--- src/gld_pkg.sv ---
`timescale 1ns / 1ps
package gld_pkg;
  localparam int DICT_CODES_DEF      = 4096;
  localparam int MAX_CODE_WIDTH_DEF  = 12;
  localparam int PALETTE_ENTRIES_DEF = 256;

  localparam logic [1:0] ACT_PAL   = 2'd0;
  localparam logic [1:0] ACT_PUSH  = 2'd1;
  localparam logic [1:0] ACT_PULL  = 2'd2;
  localparam logic [1:0] ACT_START = 2'd3;

  localparam logic [2:0] ST_DONE   = 3'd0;
  localparam logic [2:0] ST_PIXEL  = 3'd1;
  localparam logic [2:0] ST_NEED   = 3'd2;
  localparam logic [2:0] ST_ENDED  = 3'd3;
  localparam logic [2:0] ST_REJECT = 3'd4;

  // one classified command between front and back
  typedef struct packed {
    logic [1:0]  act;
    logic [7:0]  idx;
    logic [14:0] rgb;
    logic [7:0]  data;
  } cmd_t;

  function automatic logic [3:0] eff_mcs(input logic [3:0] m);
    if (m < 4'd2) return 4'd2;
    if (m > 4'd8) return 4'd8;
    return m;
  endfunction
endpackage

--- src/gld_front.sv ---
`timescale 1ns / 1ps
module gld_front (
  input  logic               clk,
  input  logic               rst_n,
  input  logic               in_valid,
  output logic               in_ready,
  input  logic [1:0]         in_action,
  input  logic [7:0]         in_palette_index,
  input  logic [7:0]         in_red,
  input  logic [7:0]         in_green,
  input  logic [7:0]         in_blue,
  input  logic [7:0]         in_data_byte,
  output logic               q_valid,
  input  logic               q_ready,
  output gld_pkg::cmd_t      q_cmd
);
  import gld_pkg::*;
  // two-entry queue
  cmd_t       buf_r [2];
  logic       wp_r, rp_r;
  logic [1:0] cnt_r;
  cmd_t       c;
  logic       push, pop;

  always_comb begin
    c.act  = in_action;
    c.idx  = in_palette_index;
    c.rgb  = {in_red[7:3], in_green[7:3], in_blue[7:3]};
    c.data = in_data_byte;
  end
  assign in_ready = (cnt_r != 2'd2);
  assign q_valid  = (cnt_r != 2'd0);
  assign q_cmd    = buf_r[rp_r];
  assign push     = in_valid && in_ready;
  assign pop      = q_valid && q_ready;

  always_ff @(posedge clk) begin
    if (push) buf_r[wp_r] <= c;
    if (!rst_n) begin
      wp_r <= 1'b0; rp_r <= 1'b0; cnt_r <= 2'd0;
    end else begin
      if (push) wp_r <= ~wp_r;
      if (pop) rp_r <= ~rp_r;
      cnt_r <= cnt_r + {1'b0, push} - {1'b0, pop};
    end
  end

`ifndef SYNTHESIS
  a_cnt: assert property (@(posedge clk) disable iff (!rst_n) cnt_r != 2'd3)
    else $error("queue count overflow");
  a_full: assert property (@(posedge clk) disable iff (!rst_n)
    (cnt_r == 2'd2 && !pop) |=> cnt_r == 2'd2) else $error("full queue lost entry");
  a_empty: assert property (@(posedge clk) disable iff (!rst_n)
    (cnt_r == 2'd0) |-> !pop) else $error("pop from empty queue");
`endif
endmodule

--- config.mk ---
export PLATFORM = sky130hd
export DESIGN_NAME = gld_front
export DESIGN_NICKNAME = d
export VERILOG_FILES = /design/src/gld_pkg.sv /design/src/gld_front.sv
export SDC_FILE = /design/constraint.sdc
export NUM_CORES = 1
export LEC_CHECK = 0
export BUFFER_PORTS_ARGS = -buffer_cell sky130_fd_sc_hd__buf_2
export CAP_MARGIN = 20
export CORE_MARGIN = 5
export CORE_UTILIZATION = 45
export CTS_BUF_LIST = sky130_fd_sc_hd__clkbuf_16
export CTS_CLUSTER_SIZE = 16
export DETAILED_ROUTE_END_ITERATION = 8
export PLACE_DENSITY = 0.69
export SLEW_MARGIN = 20
export SYNTH_ARGS = -nofsm -noshare
export SYNTH_HDL_FRONTEND = slang
export SYNTH_SLANG_ARGS = --single-unit
export TNS_END_PERCENT = 10
--- constraint.sdc ---
create_clock -name clk -period 3.6 [get_ports clk]
set_input_delay 0.9 -clock clk [delete_from_list [all_inputs] [get_ports clk]]
set_output_delay 0.9 -clock clk [all_outputs]
set_load 0.05 [all_outputs]
==> summary by stage, run 1 <==
Status
The flow ran to the end, and the final reports show no timing, DRC or antenna violations.

Timing
In the finished design, the share of the clock period the worst path needs comes to approximately three quarters. The worst hold slack is approximately 0.52 ns. The transition at the pin with the smallest max-transition slack is between 0.9 and 1 ns. Measured against its own limit, the worst slew margin works out to approximately a third. The hold violation total from the final report is 0. Setup violations remaining at the end of the flow were counted as 0. Setup repair after global routing left no endpoint under its margin. The time the worst path needs with I/O delays and setup is ~2.6 ns. The setup clock skew after layout is 0.00392 ns. In the final timing run, aggregate negative setup slack is 0 ns. Derived from the worst setup path, the maximum achievable clock frequency is 379 MHz. The max-slew violation total from the final report is 0.

Synth
The synthesized design contains 66 enable-type register cells. The library cell occupying the most area in the post-synthesis netlist is edfxtp_1. Counting flops with an async set or reset pin after synthesis yields a share of 0%.

The average size of a mapped cell is 21.8 um2. The most used flip-flop cell after synthesis is edfxtp_1. Ranked by instance count, the synthesized netlist is headed by 66 x edfxtp_1, 30 x mux2_4, 5 x dfxtp_1. The share of the yosys chip area belonging to registers is roughly three quarters. After technology mapping, the gate count stands at approximately 130.

By instance count, the leading cell after synthesis is edfxtp_1. Summed over its instances, the top area cell type makes up a little under three quarters of the synthesized netlist area. The total of warnings raised by yosys is 0. In the post-synthesis netlist, the biggest area contributors are edfxtp_1 71%, mux2_4 16%, dfxtp_1 3.6%. The number of library cell types mapped by synthesis is 18. The post-synth net total is ~180. Counting flops and latches in the post-synthesis netlist gives 71. The synthesized netlist occupies a cell area of approximately 2800 um2.

Global route
Across every metal layer, demand over resource in global routing totals between 10% and 20%. The first global-routing pass estimated 6.68 mm of wire. The maximum number of pins on one net before global-route repair is 34.

The total congestion overflow after global routing is 0. The number of antenna violations at the first check in global routing was 0. The via count of the first global-routing pass was approximately 1.4k.

Placement
The post-detailed-placement half-perimeter wirelength is 2.92 mm. The number of buffers inserted by port buffering is 71. The post-detailed-placement cell area is approximately 3200 um2. The weighted congestion at the end of routability-driven global placement is approximately 0.67.

Power
The analysis attributes to cell leakage a power of between 1 and 1.5 nW. For this design the ratio of total power to cell area is about 830 nW/um2. Across the VDD grid, the largest voltage drop is a little over 0.6 mV. The power after layout is approximately 0.0029 W.

Clock network
For the worst-skew pair, the clock arrives at the later sink with an insertion delay of 0.31 ns. Hold repair after CTS inserted 0 buffers. The clock root buffer master is clkbuf_16. The clock sink count is between 70 and 80. TritonCTS built the clock tree. The buffer levels on the longest clock path is 2. Clock-pin slew was measured on the worst setup and hold paths at approximately 0.050 ns. The post-CTS setup buffer count is 0. The number of gates given a new drive strength after cts is 0. The H-tree was split into 3 levels.

The number of buffers inserted during clock tree synthesis is 9.

Detailed routing
After detailed routing, the total wire length is approximately 4.3 mm. For this block, the initial DRC count from the detailed router was 41. The average via count per standard cell is 4.67. The routed via count is around 1.3k.

The average wire length per cell after detail routing is ~15 um. The count of unresolved DRC violations after routing is 0. The number of iterations in the first detailed-routing pass is 4. The number of routed nets with antenna violations is 0.

Layout
The share of cells above drive strength 1 is 57.4%. The final cell utilization of the core is slightly below 60%. The post-layout instance area is roughly 3500 um2.

The area growth from synthesis to layout is 24.5%. The post-layout net count is 254. The antenna diode count is 0.

Critical path
For flop-to-flop paths, the worst setup slack is 1.78 ns. The kind of launch point of the worst setup path is a flip-flop. The arrival time at the worst endpoint is roughly 1.7 ns. The worst setup path is of the flip-flop to output pin kind. Along the worst path, the maximum fanout reaches 22.

The required arrival time at the worst endpoint is approximately 2.7 ns. STA classifies the critical path endpoint as an output pin.

Run
Across the run, the number of max-cap violations was 0.

Hold path
The worst hold path belongs to the class flip-flop to flip-flop.

Floorplanning
Measured along the x axis, the die boundary spans approximately 90 um. The number of standard-cell rows in the floorplan is 28. The die covers ~7800 um2.

The placeable core region is 5960 um2. The floorplan step set the die height to between 80 and 90 um. The top-level port count is 81. The effective utilization at floorplan is a little under half.
## layer usage
metal | up-vias | wire [um] | global-route usage (%)
met5 | - | 0 | 0
met1 | 631 | 1680 | 13.9
li1 | 643 | - | -
met3 | 8 | 312 | 4.28
met4 | 0 | 67 | 6.18
met2 | 43 | 2220 | 19.7
## kinds of logic after synthesis
family,share of synthesized area [%]
flip-flops,75.1
AND/OR/NAND/NOR,2.21
XOR/XNOR,0.948
AO/OA/AOI/OAI,0.316
adder cells (fa/ha/maj),0.902
buffers and inverters,2.71
multiplexers,17.8
## final timing paths
path | from | cells after the start | end
min | wp_r$_SDFFE_PN0N_ | 2 | wp_r$_SDFFE_PN0N_
max reg2reg | cnt_r[0]$_SDFF_PN0_ | 3 | buf_r[0][6]$_DFFE_PP_
max | flip-flop | 3 | q_cmd[0]
min reg2reg | wp_r$_SDFFE_PN0N_ | 2 | wp_r$_SDFFE_PN0N_
## per-stage QoR
stage | cells | setup WS [ns]
floorplan | 127 | 0.750
global placement | 270 | 1.25
detailed placement | 270 | 1.27
CTS | 284 | 0.928
global route | 284 | 0.884
finish | 284 | 0.959
## layout make-up
| class | count | area [um2] |
|---|---|---|
| Inverter | 1 | 3.75 |
| Tap cell | 75 | 93.8 |
| Clock inverter | 5 | 45.0 |
| Sequential cell | 71 | 2080 |
| Timing Repair Buffer | 72 | 375 |
| Multi-Input combinational cell | 51 | 624 |
| Clock buffer | 9 | 225 |
| Fill cell | 485 | 2500 |
## worst max-delay path: stages, from the launching register on
cell and delay, ns:
dfxtp_2 0.58, buf_12 0.25, mux2_2 0.35, buf_2 0.21
## report_power, final
group / internal (W) / total [W] / switching, W
logic: 0.000330 / 0.000978 / 0.000648
clock network: 0.000517 / 0.000792 / 0.000275
registers: 0.00104 / 0.00110 / 0.0000581
total: 0.00189 / 0.00287 / 0.000981
## cell usage in the layout, fill, tap and decap left out
cell type / synthesis / layout
ha_1: 2 / 2
xnor2_1: 3 / 3
dfxtp_1: 5 / 4
clkinv_1: 0 / 1
nor2b_1: 2 / 2
or2_2: 1 / 1
nor2_4: 0 / 1
and3_2: 0 / 1
buf_12: 3 / 1
inv_1: 1 / 4
buf_2: 0 / 71
and2_1: 2 / 2
nand2b_1: 2 / 2
o21a_2: 1 / 1
clkbuf_16: 0 / 9
nand2_1: 2 / 2
mux2i_1: 1 / 1
mux2_2: 3 / 3
dfxtp_2: 0 / 1
bufinv_16: 0 / 1
mux2_4: 30 / 30
edfxtp_1: 66 / 66
## registers in the layout, indices dropped and copies added, names as in the netlist, named ones only
name	cells
buf_r	66
cnt_r	2
rp_r	1
wp_r	1
Power figures use the tool's default switching activity.
==> run 2: changes to the inputs <==
Clock period 3.6 ns to 2.6 ns, I/O delays scaled along.
==> summary by stage, run 2 (synthesis results as in run 1) <==
Critical path
On the critical path, the stage with the largest delay is an instance of mux2_4. The peak per-stage delay on the critical path is 0.34 ns (-0.24 ns). Walking the worst path, the cells encountered are buf_4 > mux2_4 > buf_2. The startpoint of the lowest-slack register-to-register path is cnt_r[0]$_SDFF_PN0_. The worst reg-to-reg setup slack came to 0.91 ns (-0.87 ns). The total buffers and inverters traversed by the critical path is 2 (unchanged). The worst register-to-register path ends at cnt_r[1]$_SDFF_PN0_. The arrival time at the worst endpoint came to 1.50 ns (-0.24 ns). The critical path is of the flip-flop to output pin type. The worst setup path is launched from a flip-flop.

The maximum fanout along the worst path was 17 (-23%). The critical path endpoint category is an output pin. The required arrival time at the worst endpoint is 1.95 ns (-0.75 ns). In this design, the largest share of critical-path delay is due to buffers and inverters. The worst reg2reg path depth is 8 (+5).

Timing
After layout, the minimum clock period comes to about 2.2 ns. Timing would allow up to between 400 and 500 MHz. The final worst slack is 0.447 ns (-0.512 ns).

The max-slew violation total from the final report is 0 (unchanged). The post-route setup TNS is 0 ns (unchanged). The setup clock skew after layout is 0.00661 ns (+0.00268 ns). The period utilization is between 80 and 90%. Setup repair after global routing left no endpoint under its margin. The remaining max-slew budget at the tightest pin was 74.4% (+40 points). The hold violation total from the final report is 0 (unchanged).

The final setup violation count is 0 (unchanged). The transition at the pin with the smallest max-transition slack came to 0.384 ns (-0.602 ns).

Power
The power density of the placed cells is 1160 nW/um2 (+39%). The switching component of the power came to 0.00141 W (+44%). The clock power share is 28.6% (+1.0 points). The fraction of power consumed by combinational cells was 34.6% (+0.5 points). The share of total power consumed by net switching is 34.7% (+0.58 points). The proportion of power drawn by flip-flops and latches is 36.8% (-1.6 points).

The leakage component of the power came to 1.41 nW (+2.0%). The internal power summed over all cells is 0.00264 W (+40%). The peak supply drop is 0.704 mV (+14%).

Floorplanning
The placeable core region is 5960 um2 (unchanged). The full die area was 7830 um2 (unchanged). The effective utilization at floorplan is 46.6% (unchanged). The die extent in y is 88.5 um (unchanged). The top-level port count is 81 (unchanged). The number of standard-cell rows in the floorplan is 28 (unchanged). The width of the die came to 88.5 um (unchanged).

Clock network
The source-to-sink clock delay at the later pin of the worst-skew pair was 0.32 ns (about the same). The clock root buffer master is clkbuf_16. The post-CTS setup buffer count is 0 (unchanged). The count of H-tree levels built during CTS is 3 (unchanged). The number of gates given a new drive strength after cts is 0 (unchanged).

The clock sink count is 71 (unchanged). The hold buffer count at CTS came to 0 (unchanged). The clock transition at the register clock pins on the worst setup and hold paths after CTS is 0.06 ns (about the same). The number of buffers inserted during clock tree synthesis is 9 (unchanged). TritonCTS built the clock tree. The buffer levels on the longest clock path is 2 (unchanged).

Status
The run finished with clean final reports.

Layout
Leaving out fill and tap cells, the most frequent cell in the layout is buf_2. Ranked by flip-flop count, first place goes to buf_r. The area growth from synthesis to layout is 26.2%. The post-layout instance area is 3500 um2 (+1.4%). The total of fill cells in the finished design is 457 (-5.8%). The antenna diode count is 0 (unchanged). The share of cells above drive strength 1 is 59.1% (+1.7 points). In the layout the commonest cells are 71 x buf_2, 66 x edfxtp_1, 30 x mux2_4.

The largest registers in the layout are buf_r: 66 flops, cnt_r: 2 flops. The number of flip-flops under the largest register name is 66 (unchanged). The post-layout net count came to 258 (+1.6%).

Detailed routing
The average wire length per cell after detail routing is 15.2 um (+1.3%). The number of iterations in the first detailed-routing pass was 4 (unchanged). The number of routed nets with antenna violations was 0 (unchanged). The total wire length after detailed routing was 4.42 mm (+3.4%). The count of unresolved DRC violations after routing is 0 (unchanged). The routed via count is 1385 (+4.5%). The average via count per standard cell is 4.78 (+2.4%). The count of routing violations after the opening detailed-route iteration came to 65 (+59%).

Placement
The number of buffers inserted by port buffering came to 71 (unchanged). The worst-case setup slack after placement was 0.697 ns (-0.575 ns). The post-detailed-placement half-perimeter wirelength is 3.08 mm (+5.4%).

The weighted congestion at the end of routability-driven global placement came to 0.716 (+7.0%). The post-detailed-placement cell area is 3210 um2 (+0.90%).

Global route
The maximum number of pins on one net before global-route repair was 24 (-29%). The number of antenna violations at the first check in global routing was 0 (unchanged). The total congestion overflow after global routing is 0 (unchanged). The via count of the first global-routing pass came to 1442 (unchanged). The global-route wire length before repair is 6.95 mm (+4.0%).

The global-route usage over all layers was 12.3% (+0.29 points).

Run
The max-capacitance violation count is 0 (unchanged).

Hold path
The sink of the worst hold path is buf_r[0][5]$_DFFE_PP_. The launch instance of the worst min-delay path is in_data_byte[5]. The path type of the worst min-delay path is input pin to flip-flop.

The worst hold path stage count came to 1 (-1).
## run 2: power groups by stage
stage / clock (W) / combinational (W) / sequential [W]
global route: 0.00125 / 0.00148 / 0.00151
floorplan: 0 / 0.00121 / 0.00150
finish: 0.00116 / 0.00140 / 0.00149
global placement: 0 / 0.00142 / 0.00151
CTS: 0.00119 / 0.00143 / 0.00149
detailed placement: 0 / 0.00143 / 0.00151
## run 2: worst max-delay path by stage
stage                     depth (start not counted)               endpoint  slack (ns)                start
after global routing                              3               q_cmd[1]        0.38            flip-flop
after global placement                            8    cnt_r[1]$_SDFF_PN0_        0.71             in_valid
final                                             3              q_cmd[13]        0.45            flip-flop
after detailed placement                          8    cnt_r[1]$_SDFF_PN0_        0.70             in_valid
after CTS                                         3              q_cmd[31]        0.42            flip-flop
after floorplan                                   3  buf_r[0][0]$_DFFE_PP_        0.29  cnt_r[0]$_SDFF_PN0_
## run 2: per-stage QoR
step           util [%]  total power, W  hold slack [ns]  std cells
5_1_grt            58.8         0.00423            0.500        290
6_report           58.8         0.00405            0.517        290
4_1_cts            58.8         0.00411            0.506        290
3_5_place_dp       53.9         0.00294            0.525        274
3_3_place_gp       53.9         0.00292            0.513        274
2_1_floorplan         -         0.00271            0.466        127
## run 2: area by class of cell
cell class	instances	area, um2	area share [%]
Clock buffer	9	225	6.44
Clock inverter	7	65.1	1.86
Inverter	1	3.75	0.107
Multi-Input combinational cell	51	623	17.8
Sequential cell	71	2080	59.5
Tap cell	75	93.8	2.68
Timing Repair Buffer	76	405	11.6
## run 2: worst reg2reg max path, delay by kind of cell (launching register included)
kind	cells	cell delay (ns)
adder cells (fa/ha/maj)	2	0.48
AND/OR/NAND/NOR	3	0.45
flip-flops	1	0.36
XOR/XNOR	2	0.25
buffers and inverters	1	0.04
## run 2: metal layers
| layer | global-route usage (%) | vias to the layer above | routed length (um) |
|---|---|---|---|
| met5 | 0 | - | 0 |
| met4 | 4.95 | 0 | 64 |
| met3 | 5.59 | 8 | 366 |
| met2 | 19.4 | 51 | 2110 |
| met1 | 14.7 | 672 | 1880 |
| li1 | - | 654 | - |
